[config.mk]
export PLATFORM = sky130hd
export DESIGN_NAME = bptc_mid_queue
export DESIGN_NICKNAME = d
export VERILOG_FILES = /design/src/design/bptc_pkg.sv /design/src/design/bptc_mid_queue.sv
export SDC_FILE = /design/constraint.sdc
export NUM_CORES = 1
export LEC_CHECK = 0
export ABC_AREA = 1
export BUFFER_PORTS_ARGS = -buffer_cell sky130_fd_sc_hd__buf_2
export CAP_MARGIN = 20
export CORE_ASPECT_RATIO = 1.25
export CORE_UTILIZATION = 40
export DETAILED_ROUTE_END_ITERATION = 8
export SLEW_MARGIN = 20
export SYNTH_ARGS = -nofsm -noshare
export SYNTH_HDL_FRONTEND = slang
export SYNTH_SLANG_ARGS = --single-unit
[constraint.sdc]
create_clock -name i_clk -period 3.5 [get_ports i_clk]
set_input_delay 0.7 -clock i_clk [delete_from_list [all_inputs] [get_ports i_clk]]
set_output_delay 0.7 -clock i_clk [all_outputs]
set_load 0.02 [all_outputs]
[src/design/bptc_pkg.sv]
// Shared types and constants for the barometric compensation unit.
// Depends on nothing; every other design file imports this package.
`default_nettype none

package bptc_pkg;

    // Queue geometry between the front and back parts and at the result side.
    localparam int MQ_DEPTH = 4;
    localparam int MQ_AW    = $clog2(MQ_DEPTH);
    localparam int RQ_DEPTH = 16;
    localparam int RQ_AW    = $clog2(RQ_DEPTH);

    // Compensation constants from the sensor datasheet.
    localparam int TEMP_BASE = 2000;
    localparam int TEMP_LO   = -4000;
    localparam int TEMP_HI   = 8500;
    localparam int PRES_LO   = 1000;
    localparam int PRES_HI   = 120000;

    // Configuration register indexes.
    typedef enum logic [2:0] {
        REG_SENS      = 3'd0,
        REG_OFF       = 3'd1,
        REG_SENS_TC   = 3'd2,
        REG_OFF_TC    = 3'd3,
        REG_REF_TEMP  = 3'd4,
        REG_TEMP_SLOPE = 3'd5
    } t_reg_idx;

    typedef struct packed {
        logic [23:0] raw_pressure;
        logic [23:0] raw_temperature;
    } t_in_item;

    typedef struct packed {
        logic signed [14:0] temperature_centi;
        logic [16:0]        pressure_centi_mbar;
        logic               out_of_range;
    } t_result;

    typedef struct packed {
        logic [15:0] sens_coef;
        logic [15:0] off_coef;
        logic [15:0] sens_tc_coef;
        logic [15:0] off_tc_coef;
        logic [15:0] ref_temp_coef;
        logic [15:0] temp_slope_coef;
    } t_coefs;

    // Item as it leaves the front part: raw pressure plus the temperature delta.
    typedef struct packed {
        logic [23:0]        d1;
        logic signed [24:0] dt;
    } t_front_item;

    // Occupancy seen by the top level for checking.
    typedef struct packed {
        logic [RQ_AW:0] credit;
        logic [RQ_AW:0] rq_level;
    } t_back_status;

endpackage

`default_nettype wire

[src/design/bptc_mid_queue.sv]
// Short queue that decouples the front part from the arithmetic back part.
// Depends on bptc_pkg.
`default_nettype none

module bptc_mid_queue (
    input  wire                            i_clk,
    input  wire                            i_rst_n,
    input  wire                            i_push,
    input  bptc_pkg::t_front_item          i_data,
    output logic                           o_full,
    input  wire                            i_pop,
    output logic                           o_empty,
    output bptc_pkg::t_front_item          o_data,
    output logic [bptc_pkg::MQ_AW:0]       o_level
);
    import bptc_pkg::*;

    t_front_item        r_mem [MQ_DEPTH];
    logic [MQ_AW-1:0]   r_wptr;
    logic [MQ_AW-1:0]   r_rptr;
    logic [MQ_AW:0]     r_level;
    logic [MQ_AW:0]     n_level;
    logic               w_wr;
    logic               w_rd;

    assign o_full  = (r_level == (MQ_AW+1)'(MQ_DEPTH));
    assign o_empty = (r_level == '0);
    assign o_data  = r_mem[r_rptr];
    assign o_level = r_level;
    assign w_wr    = i_push && !o_full;
    assign w_rd    = i_pop && !o_empty;

    always_comb begin
        n_level = r_level + {{MQ_AW{1'b0}}, w_wr} - {{MQ_AW{1'b0}}, w_rd};
    end

    always_ff @(posedge i_clk) begin
        if (!i_rst_n) begin
            r_wptr  <= '0;
            r_rptr  <= '0;
            r_level <= '0;
        end else begin
            if (w_wr) begin
                r_wptr <= r_wptr + 1'b1;
            end
            if (w_rd) begin
                r_rptr <= r_rptr + 1'b1;
            end
            r_level <= n_level;
        end
        if (w_wr) begin
            r_mem[r_wptr] <= i_data;
        end
    end

endmodule

`default_nettype wire

==> reports/metrics.csv <==
stage;metric;value;unit
cells_and_area;fillers;1594;
critical_path;critPathTopFamily;flip-flops;
timing;finalCriticalPeriod;3040;ps
cells_and_area;area_delta_synth_final;19.1;%
clocking;clockBufferDepth;3;
synth;yosysSeqAreaShare;78.4;%
critical_path;crit_fanout;52;
placed_design;place_congestion;0.739;
min_path;hp-class;primary input to register;
timing;worst_slew_pin_slew;920;ps
clocking;cts_setup_buffers;0;
die;die_x;126;µm
cells_and_area;diodes;0;
synth;avgSynthCellArea;14.3;µm²
synth;synth-seq-cells;205;
timing;final.setup_skew;18.4;ps
die;die_y;158;µm
timing;max_freq;329;MHz
die;fp.dieArea;19900;µm²
global_route;grt_pass1_wl;25500;µm
clocking;cts_max_level;1;
critical_path;cp.required;2800;ps
synth;syn_nets;602;
global_route;grt_max_degree;99;
job;cap_violations;0;
route;wl_per_cell;18.3;µm
synth;synth_top_cell_by_area;edfxtp_1;
synth;ys_warn_count;0;
clocking;clock_latency;490;ps
die;initial_core_util;41.1;%
clocking;cts_resized;0;
die;rows;56;
synth;syn_area;7740;µm²
global_route;first_global_vias;4775;
route;wirelength;16400;µm
route;first_iter_violations;413;
critical_path;cp-start-kind;register;
timing;finalCritPeriodShare;86.8;%
synth;synth_area_leaders;edfxtp_1 (76%), o21ai_0 (6.0%), nor2_1 (5.3%);
cells_and_area;nets;709;
cells_and_area;drive_above_1_share;23.7;%
clocking;cts.clk_slew.worst_paths;60;ps
clocking;cts_buffers;21;
critical_path;crit_slowest_cell;dfxtp_4;
critical_path;cp.arrival;2340;ps
die;core_area;18800;µm²
critical_path;critical_path_buf_inv_count;2;
clocking;cts_root_buf;clkbuf_16;
clocking;hold_buffers;0;
route;ant_nets;0;
power;irDropWorstVdd;0.454;mV
clocking;cts_tree;done;
placed_design;port_buffers;106;
timing;setup_viol;0;
route;vias;4754;
critical_path;crit_type;register to primary output;
outcome;status;complete, no violations;
timing;rsz0062_at_grt;no;
synth;synth_top_area_share;76.0;%
power;power_density;772;nW/µm²
global_route;antenna_found_initial;1;
global_route;gr-total-overflow;0;
critical_path;critPathCaptureType;primary output;
critical_path;crit_chain;buf_4 > o21ai_0 > o22ai_1 > buf_2;
global_route;grt_use_total;16.7;%
placed_design;place_hpwl;9400;µm
timing;maxSlewViolCount;0;
route;firstDrtPassIters;4;
route;drc;0;
die;ios;107;
power;total_power;7110;µW
route;routed_via_density;5.31;
synth;synthDistinctLibCells;19;
critical_path;max_stage_delay;700;ps
timing;finalHoldViolCount;0;
power;p_leak;0.00330;µW
timing;tns;0;ps
clocking;cts_sinks;205;
synth;syn_inst;542;
timing;slew-limit-headroom;38.6;%
[cell families (layout without fill, tap and decap cells)]
kind of cell	Yosys count	count (layout)	share of synthesized area, %
DFF	205	205	78.4
AOI/OAI and AO/OA	152	152	10.6
and+or+nand+nor	128	128	6.27
buffers and inverters	50	171	3.52
adders and majority gates	7	7	1.23
[synthesized netlist by cell type, drive strengths merged]
library cell,number
nand3,4
nor2,110
edfxtp,196
nand2,14
buf,21
o22ai,49
inv,19
dfxtp,9
fa,1
a21oi,5
o21ai,98
clkbuf,10
ha,6
[area by class of cell]
class / instances / area [µm²] / share of cell area (%)
tap: 232 / 290 / 3.15
clock inverter: 8 / 120 / 1.30
clock buffer: 29 / 616 / 6.68
multi-input combinational: 287 / 1430 / 15.5
sequential: 205 / 6070 / 65.9
inverter: 19 / 76.3 / 0.828
timing repair buffer: 115 / 611 / 6.63
[cell usage in the layout, fill, tap and decap left out, types with 4 or more instances in the layout]
master       n
clkbuf_8     6
o21ai_1      5
edfxtp_1   196
nor2_4       4
clkbuf_16   21
ha_1         6
inv_1       17
o21ai_0     93
buf_4        8
buf_2      106
o22ai_1     49
nor2_1     106
nand2_1     14
a21oi_1      5
dfxtp_1      7
nand3_1      4
[worst paths after layout]
| path | to | depth (start not counted) | from | slack, ps |
|---|---|---|---|---|
| min | r_mem[2][18] | 1 | i_data[18] | 420 |
| max reg2reg | r_mem[0][46] | 5 | o_level[1] | 1230 |
| min reg2reg | r_rptr[0] | 2 | r_rptr[0] | 490 |
| max | o_data[46] | 4 | register | 460 |
[power breakdown]
group / total, µW / switching [µW] / internal (µW)
clock network: 2310 / 866 / 1450
logic: 1690 / 1200 / 483
registers: 3110 / 123 / 2990
[state kept, by name, indices dropped and copies added, names as in the netlist, named ones only]
register,flops
o_level,3
r_wptr,2
r_rptr,2
r_mem,196
[stage by stage]
| stage | setup WS [ps] | std cells | utilization [%] | cell area [µm²] | hold WS, ps |
|---|---|---|---|---|---|
| detailed placement | 957 | 858 | 45.0 | 8480 | 479 |
| finish | 461 | 895 | 48.9 | 9220 | 420 |
| CTS | 424 | 895 | 48.9 | 9220 | 403 |
| global route | 267 | 895 | 48.9 | 9220 | 413 |
| global placement | 1010 | 858 | 45.0 | 8480 | 464 |
| floorplan | 151 | 542 | - | 7740 | 448 |
[routing by layer]
| layer | routed length (µm) | part of all wire [%] | track usage (%) | vias up |
|---|---|---|---|---|
| met1 | 6940 | 42 | 21.2 | 2359 |
| met5 | 13 | 0.079 | 0 | - |
| li1 | - | - | - | 2223 |
| met4 | 276 | 1.7 | 4.82 | 2 |
| met2 | 8260 | 51 | 28.9 | 143 |
| met3 | 863 | 5.3 | 3.30 | 27 |
(Power assumes the default switching activity.)
