===== config.mk =====
export PLATFORM = sky130hd
export DESIGN_NAME = bptc_front
export DESIGN_NICKNAME = d
export VERILOG_FILES = /design/src/design/bptc_pkg.sv /design/src/design/bptc_front.sv
export SDC_FILE = /design/constraint.sdc
export NUM_CORES = 1
export LEC_CHECK = 0
export ABC_AREA = 0
export BUFFER_PORTS_ARGS = -buffer_cell sky130_fd_sc_hd__buf_4
export CAP_MARGIN = 20
export CORE_AREA = 8 8 89 91
export DETAILED_ROUTE_END_ITERATION = 8
export DIE_AREA = 0 0 97 99
export PLACE_DENSITY = 0.78
export SETUP_SLACK_MARGIN = 0.02
export SKIP_LAST_GASP = 1
export SLEW_MARGIN = 20
export SYNTH_ARGS = -nofsm -noshare
export SYNTH_HDL_FRONTEND = slang
export SYNTH_SLANG_ARGS = --single-unit
export TNS_END_PERCENT = 50

===== constraint.sdc =====
create_clock -name i_clk -period 3.6 [get_ports i_clk]
set_input_delay 0.54 -clock i_clk [delete_from_list [all_inputs] [get_ports i_clk]]
set_output_delay 0.54 -clock i_clk [all_outputs]
set_load 0.02 [all_outputs]

===== src/design/bptc_pkg.sv =====
// Shared types and constants for the barometric compensation unit.
// Depends on nothing; every other design file imports this package.
`default_nettype none

package bptc_pkg;

    // Queue geometry between the front and back parts and at the result side.
    localparam int MQ_DEPTH = 4;
    localparam int MQ_AW    = $clog2(MQ_DEPTH);
    localparam int RQ_DEPTH = 16;
    localparam int RQ_AW    = $clog2(RQ_DEPTH);

    // Compensation constants from the sensor datasheet.
    localparam int TEMP_BASE = 2000;
    localparam int TEMP_LO   = -4000;
    localparam int TEMP_HI   = 8500;
    localparam int PRES_LO   = 1000;
    localparam int PRES_HI   = 120000;

    // Configuration register indexes.
    typedef enum logic [2:0] {
        REG_SENS      = 3'd0,
        REG_OFF       = 3'd1,
        REG_SENS_TC   = 3'd2,
        REG_OFF_TC    = 3'd3,
        REG_REF_TEMP  = 3'd4,
        REG_TEMP_SLOPE = 3'd5
    } t_reg_idx;

    typedef struct packed {
        logic [23:0] raw_pressure;
        logic [23:0] raw_temperature;
    } t_in_item;

    typedef struct packed {
        logic signed [14:0] temperature_centi;
        logic [16:0]        pressure_centi_mbar;
        logic               out_of_range;
    } t_result;

    typedef struct packed {
        logic [15:0] sens_coef;
        logic [15:0] off_coef;
        logic [15:0] sens_tc_coef;
        logic [15:0] off_tc_coef;
        logic [15:0] ref_temp_coef;
        logic [15:0] temp_slope_coef;
    } t_coefs;

    // Item as it leaves the front part: raw pressure plus the temperature delta.
    typedef struct packed {
        logic [23:0]        d1;
        logic signed [24:0] dt;
    } t_front_item;

    // Occupancy seen by the top level for checking.
    typedef struct packed {
        logic [RQ_AW:0] credit;
        logic [RQ_AW:0] rq_level;
    } t_back_status;

endpackage

`default_nettype wire


===== src/design/bptc_front.sv =====
// Front part of the compensation unit: input register and temperature delta.
// Depends on bptc_pkg.
`default_nettype none

module bptc_front (
    input  wire                    i_clk,
    input  wire                    i_rst_n,
    input  wire                    i_push,
    output logic                   o_full,
    input  bptc_pkg::t_in_item     i_item,
    input  bptc_pkg::t_coefs       i_coefs,
    input  wire                    i_q_full,
    output logic                   o_valid,
    output bptc_pkg::t_front_item  o_item
);
    import bptc_pkg::*;

    logic        r_valid;
    logic        n_valid;
    t_front_item r_item;
    t_front_item n_item;
    logic        w_accept;

    // The held item moves on whenever the queue has room.
    assign o_full   = r_valid && i_q_full;
    assign w_accept = i_push && !o_full;
    assign o_valid  = r_valid;
    assign o_item   = r_item;

    always_comb begin
        n_valid   = w_accept || (r_valid && i_q_full);
        n_item    = r_item;
        if (w_accept) begin
            n_item.d1 = i_item.raw_pressure;
            n_item.dt = $signed({1'b0, i_item.raw_temperature})
                      - $signed({1'b0, i_coefs.ref_temp_coef, 8'h00});
        end
    end

    always_ff @(posedge i_clk) begin
        if (!i_rst_n) begin
            r_valid <= 1'b0;
        end else begin
            r_valid <= n_valid;
        end
        r_item <= n_item;
    end

endmodule

`default_nettype wire


==> results of run 1 <==
synth_stat cells, types with 2 or more instances:
| cell type | n |
|---|---|
| o31ai_1 | 2 |
| edfxtp_1 | 49 |
| and2_1 | 2 |
| nand2_1 | 11 |
| nor2b_1 | 4 |
| inv_1 | 24 |
| xor2_1 | 6 |
| a21boi_0 | 3 |
| ha_1 | 16 |
| o21ai_0 | 8 |
| a31oi_1 | 2 |
| and3_1 | 2 |
| nor2_1 | 10 |
| buf_2 | 3 |
| o21a_1 | 4 |
| xnor2_1 | 3 |
| nor3_1 | 3 |
| nand3_1 | 5 |
| o22ai_1 | 2 |
| a21oi_1 | 16 |
layer usage:
metal / up-vias / global-route usage (%) / part of all wire [%] / routed length (microns)
li1: 952 / - / - / -
met5: - / 0 / 0 / 0
met3: 7 / 3.99 / 8.1 / 501
met2: 87 / 19.1 / 45 / 2790
met1: 856 / 15.5 / 46 / 2840
met4: 0 / 4.62 / 1.4 / 86
registers in the layout, summed over array words and instances (netlist names):
| register | cells |
|---|---|
| o_valid | 1 |
| o_item | 49 |
report_power, final:
group / switching, mW / internal [mW] / total [mW] / leakage [nW]
combinational: 0.201 / 0.171 / 0.371 / 1.06
sequential: 0.0122 / 0.700 / 0.712 / 0.482
clock: 0.173 / 0.207 / 0.380 / 0.0514
worst register-to-register path, stage by stage (launching register included):
cell	delay, ns
dfxtp_1	0.31
and2_1	0.20
nor2b_4	0.50
buf_4	0.46
stage by stage:
stage	instance area (sq um)	worst slack [ns]	instances	hold slack, ns	total power, mW
after global routing	3550	1.32	397	0.393	1.53
after CTS	3550	1.42	397	0.399	1.48
after global placement	3440	1.10	389	0.664	1.09
after detailed placement	3440	1.12	389	0.670	1.10
final	3550	1.41	397	0.409	1.46
after floorplan	2460	0.173	194	0.639	0.937
final cells by class:
type / count / share of cell area [%]
clock inverters: 2 / 1.06
flip-flops and latches: 50 / 42.0
multi-input cells: 116 / 24.3
repair buffers: 119 / 25.2
well taps: 80 / 2.82
inverters: 24 / 2.54
clock buffers: 6 / 2.05
worst paths after layout:
kind | end | slack [ns] | depth (start not counted)
worst min register to register | o_valid | 0.69 | 2
worst min-delay path | o_item[46] | 0.41 | 1
worst max-delay path | o_item[22] | 1.41 | 9
worst max register to register | o_item[48] | 1.80 | 3
logic make-up after synthesis:
| group | Yosys count | share of synthesized area [%] |
|---|---|---|
| compound gates | 50 | 14.6 |
| buf+inv | 28 | 4.43 |
| simple gates | 39 | 7.69 |
| fa+ha+maj | 17 | 8.97 |
| flops | 50 | 60.7 |
| xor+xnor | 9 | 3.21 |
| mux | 1 | 0.408 |
==> summary.md, run 1 <==
| Metric | Value |
|---|---|
| Critical-path cell list | buf_4 -> inv_1 -> ha_1 -> fa_1 -> nor2b_4 -> o31a_4 -> o311ai_4 -> nor2_1 -> a211o_1 |
| Mapped cell area | 2460 sq um |
| Critical path startpoint category | primary input |
| Avg WL per Cell | 15.7 microns |
| Maximum vdd ir drop | 0.299 mV |
| Max Clk Rate | 457 MHz |
| TritonCTS clock tree | done |
| CP Data Required Time | 3.65 ns |
| Post-CTS setup buffers | 0 |
| Seq/Total Area, Yosys | 60.7% |
| Post-Syn Area per Cell | 12.7 sq um |
| Post-DP HPWL | 5.14 mm |
| Sum Neg Setup Slack | 0 ns |
| Buffers and inverters on the worst path | 2 |
| Worst skew pair latency | 0.30 ns |
| Slew HR | 60.5% |
| H-Tree Depth | 2 |
| Async set-reset flop share out of synthesis | 0% |
| PD cells | 413 nW/um^2 |
| Min-delay src | i_item[45] |
| FF-to-FF Start | o_valid |
| Grt total ovfl | 0 |
| WL final | 6.22 mm |
| Highest-count cells in the layout ignoring fill and taps | buf_4, edfxtp_1, inv_1 |
| Initial Util | 37.4% |
| CP arrival | 2.24 ns |
| Number of enable flip-flop cells after synthesis | 49 |
| Post-synthesis cell count | 194 |
| DIE AREA | 9600 sq um |
| ANT nets after route | 0 |
| Worst Path Max Fanout | 4 |
| Synth top area share | 59.9% |
| Clk root buf | clkbuf_8 |
| Ports | 199 |
| Fraction of layout cells with a size suffix above 1 | 42.0% |
| Die height | 99 microns |
| Commonest non-fill, non-tap cell in the layout | buf_4 |
| Width of the chip | 97 microns |
| Synth top area cells | edfxtp_1, ha_1, inv_1 |
| Initial antenna violation count | 0 |
| Yosys warning count | 0 |
| Static Leak | 1.59 nW |
| Clk buf depth | 2 |
| Nets | 481 |
| Max Slew Vio Count | 0 |
| Hold crit path type | in2reg |
| Max-cap violations | 0 |
| Footprint of the multi-input gates | 863 sq um |
| Port Buf Inserts | 118 |
| Main synth FF type | edfxtp_1 |
| Post-route DRC | 0 |
| Tot GR Track Use | 12.3% |
| Num rows | 30 |
| Number of synthesized register bits | 50 |
| Post-Syn Nets | 359 |
| RSZ-0062 raised after global routing | no |
| 1st-pass router iterations | 4 |
| Worst-margin pin slew | 0.591 ns |
| Synth cell types | 39 |
| Max incr delay on CP | 0.32 ns |
| Via count of the routed design | 1,902 |
| Yosys top cell by area | edfxtp_1 |
| Worst path slowest cell | o311ai_4 |
| Std-Cell Core Area | 6570 sq um |
| Setup violators final | 0 |
| Sequential cell area | 1490 sq um |
| Layout Area Growth over Synthesis | 44.5% |
| Final core utilization | 54.0% |
| Fillers | 582 |
| Final Cycle Share | 60.8% |
| Gpl congestion | 0.828 |
| DRT iter0 DRCs | 104 |
| WS Path Type | in2reg |
| Vias in the first global route | 1,932 |
| Final Hold Vio Count | 0 |
| Fin Clk Skew | 0.00913 ns |
| TritonCTS buffer count | 5 |
| Critical path capture point type | register |
| # clock sinks | 50 |
| Largest net degree at the start of global routing | 30 |
| Hold-fix buffers, CTS | 0 |
| Global-route wire length before repair | 9.49 mm |
| DR vias/cell | 4.79 |
| Min Tclk post-route | 2.19 ns |
| Ant. Diodes | 0 |
| Post-CTS Resized | 0 |
| Clock slew at reported path FFs | 0.09 ns |
| Status | completed |
| Top Family by Delay on Critical Path | compound AO/OA/AOI/OAI gates |
| CP Launch Point | i_item[8] |
Note: power is estimated with default switching activity, not from simulation.
==> run 2, diff against run 1 <==
--- a/config.mk
+++ b/config.mk
@@ -5,13 +5,13 @@
 export SDC_FILE = /design/constraint.sdc
 export NUM_CORES = 1
 export LEC_CHECK = 0
-export ABC_AREA = 0
+export ABC_AREA = 1
 export BUFFER_PORTS_ARGS = -buffer_cell sky130_fd_sc_hd__buf_4
 export CAP_MARGIN = 20
-export CORE_AREA = 8 8 89 91
+export CORE_AREA = 8 8 94 96
 export DETAILED_ROUTE_END_ITERATION = 8
-export DIE_AREA = 0 0 97 99
-export PLACE_DENSITY = 0.78
+export DIE_AREA = 0 0 102 104
+export PLACE_DENSITY = 0.75
 export SETUP_SLACK_MARGIN = 0.02
 export SKIP_LAST_GASP = 1
 export SLEW_MARGIN = 20
==> constraint.sdc (replaced) <==
create_clock -name i_clk -period 1.85 [get_ports i_clk]
set_input_delay 0.2775 -clock i_clk [delete_from_list [all_inputs] [get_ports i_clk]]
set_output_delay 0.2775 -clock i_clk [all_outputs]
set_load 0.02 [all_outputs]
==> run 2 against run 1 <==
Effect of this change: utilization is 4.2 points lower; synthesized cell count grew 36%; global-route usage shrank 0.32 points; die area rose by 10%; via count increased by 11%; first-iteration DRC count fell by 18%; setup slack got worse by 1.1 ns; wire length rose by 5.2%; cell area rose by 4.6%; register-to-register slack got worse by 1.1 ns; non-clock buffer count rose by 1; sequential cell count stayed put.
==> summary.md, run 2 <==
| Metric | Value |
|---|---|
| Global-route wire length before repair | 10.1 mm |
| CP Data Required Time | 1.89 ns |
| Critical path startpoint category | primary input |
| Clk buf depth | 2 |
| Avg WL per Cell | 13.2 microns |
| Final Cycle Share | 81.5% |
| Placed Instances | 486 |
| PD cells | 726 nW/um^2 |
| Number of synthesized register bits | 50 |
| Yosys warning count | 0 |
| Max incr delay on CP | 0.41 ns |
| Worst-margin pin slew | 0.247 ns |
| Post-route DRC | 0 |
| Final Worst Setup Slack | 0.342 ns |
| Critical-path cell list | buf_4 -> inv_1 -> ha_1 -> fa_1 -> inv_1 -> nand3_1 -> nand3_1 -> nand2_1 -> nand3_1 -> a21oi_1 |
| Fraction of layout cells with a size suffix above 1 | 36.7% |
| Initial Util | 34.7% |
| Gpl congestion | 0.827 |
| Nets | 556 |
| Worst path slowest cell | fa_1 |
| Sequential cell area | 1490 sq um |
| Post-CTS Resized | 0 |
| Flop pwr share | 51.4% |
| Static Leak | 1.90 nW |
| Internal power | 1.94 mW |
| Final core utilization | 49.8% |
| Synth top area share | 57.0% |
| Mapped cell area | 2580 sq um |
| Setup violators final | 0 |
| DP Worst Slack | 0.0284 ns |
| Fin Clk Skew | 0.00457 ns |
| Max Slew Vio Count | 0 |
| WL final | 6.54 mm |
| Post-synthesis cell count | 264 |
| Synth Area in Adders | 8.53% |
| Fraction of the mapped netlist area in compound gates | 3.10% |
| WS Path Type | in2reg |
| Sw Ratio | 27.9% |
| Fraction of synthesized area in multiplexers | 0% |
| Final Non-Filler Cells | 494 |
| Logic pwr share | 27.2% |
| Slew HR | 83.6% |
| Max-cap violations | 0 |
| Status | completed |
| Die height | 104 microns |
| Sum Neg Setup Slack | 0 ns |
| Clk root buf | clkbuf_8 |
| TritonCTS clock tree | done |
| Grt total ovfl | 0 |
| Vias in the first global route | 2,167 |
| Clock share of power | 21.4% |
| Post-Syn Nets | 429 |
| H-Tree Depth | 2 |
| # clock sinks | 50 |
| Worst skew pair latency | 0.29 ns |
| TritonCTS buffer count | 5 |
| Via count of the routed design | 2,103 |
| Highest-count cells in the layout ignoring fill and taps | buf_4, nand2_1, inv_1 |
| 1st-pass router iterations | 4 |
| Footprint of the multi-input gates | 870 sq um |
| Ant. Diodes | 0 |
| Post-DP HPWL | 5.56 mm |
| Commonest non-fill, non-tap cell in the layout | buf_4 |
| Seq/Total Area, Yosys | 57.8% |
| Clock slew at reported path FFs | 0.08 ns |
| DR vias/cell | 4.26 |
| Synth cell types | 22 |
| Post-synthesis xor/xnor area fraction | 2.37% |
| CP arrival | 1.55 ns |
| Async set-reset flop share out of synthesis | 0% |
| RSZ-0062 raised after global routing | no |
| Worst Hold Path Cells | 1 |
| Critical path's most frequent cell | nand3_1 |
| Fillers | 696 |
| WP depth | 10 |
| Port Buf Inserts | 118 |
| Layout Area Growth over Synthesis | 43.7% |
| Critical path capture point type | register |
| Post-Syn Area per Cell | 9.78 sq um |
| Worst Path Max Fanout | 3 |
| Width of the chip | 102 microns |
| Largest net degree at the start of global routing | 50 |
| Post-CTS setup buffers | 0 |
| Psw | 753 uW |
| Buffers and inverters on the worst path | 3 |
| Hold crit path type | in2reg |
| Main synth FF type | edfxtp_1 |
| ANT nets after route | 0 |
| Post-Synth Simple-Gate Area | 19.4% |
| Ports | 199 |
| Synth top area cells | edfxtp_1, nand2_1, inv_1 |
| Hold-fix buffers, CTS | 0 |
| Post-synth top cells | nand2_1, inv_1, edfxtp_1 |
| Std-Cell Core Area | 7450 sq um |
| DRT iter0 DRCs | 85 |
| Tot GR Track Use | 12.0% |
| Maximum vdd ir drop | 0.322 mV |
| Final Hold Vio Count | 0 |
| Min Tclk post-route | 1.51 ns |
| Worst R2R Path Depth | 4 |
| Num rows | 32 |
| Top Family by Delay on Critical Path | adder cells |
| Largest family of logic cells by synthesized area | simple AND/OR/NAND/NOR gates |
| Yosys top cell by area | edfxtp_1 |
| Initial antenna violation count | 0 |
| Count leader, synth | nand2_1 |
| Max Clk Rate | 663 MHz |
| Number of flip-flops in the largest register | 49 |
| Number of enable flip-flop cells after synthesis | 49 |
| DIE AREA | 10,600 sq um |
-- run 2: area by class of cell --
cell class                      count  share of cell area [%]
Multi-Input combinational cell    153                    23.4
Clock inverter                      2                   0.236
Clock buffer                        6                    1.95
Tap cell                          102                    3.44
Sequential cell                    50                    40.2
Inverter                           61                    6.17
Timing Repair Buffer              120                    24.6
-- run 2: worst paths after layout --
kind	start	end	slack [ns]
hold reg to reg	o_valid	o_valid	0.50
setup reg to reg	o_valid	o_item[1]	0.71
hold / removal	i_item[31]	o_item[32]	0.16
setup / recovery	i_item[8]	o_item[24]	0.34
-- run 2: per-layer routing --
layer / share of wire [%] / vias up / global-route usage (%)
met4: 1.4 / 0 / 4.09
met3: 11 / 6 / 4.22
li1: - / 1089 / -
met2: 47 / 93 / 20.6
met5: 0 / - / 0
met1: 41 / 915 / 13.1
-- run 2: per-stage QoR --
step	cell area, sq um	hold WS, ns	power [mW]
global route	3710	0.138	2.85
finish	3710	0.157	2.70
floorplan	2590	0.376	1.82
global placement	3630	0.456	2.14
CTS	3710	0.143	2.73
detailed placement	3630	0.457	2.15
-- run 2: power groups by stage --
stage | registers (mW) | clock network (mW) | logic, mW
after floorplan | 1.52 | 0 | 0.296
after global placement | 1.41 | 0 | 0.730
after detailed placement | 1.41 | 0 | 0.741
after CTS | 1.39 | 0.603 | 0.743
after global routing | 1.40 | 0.641 | 0.809
final | 1.39 | 0.577 | 0.733
-- run 2: logic make-up (layout without fill, tap and decap cells) --
kind of cell | Yosys count | in the layout
and+or+nand+nor | 116 | 116
buffers and inverters | 61 | 189
DFF | 50 | 50
adders and majority gates | 17 | 17
AOI/OAI and AO/OA | 13 | 13
xor gates and xnor gates | 7 | 7
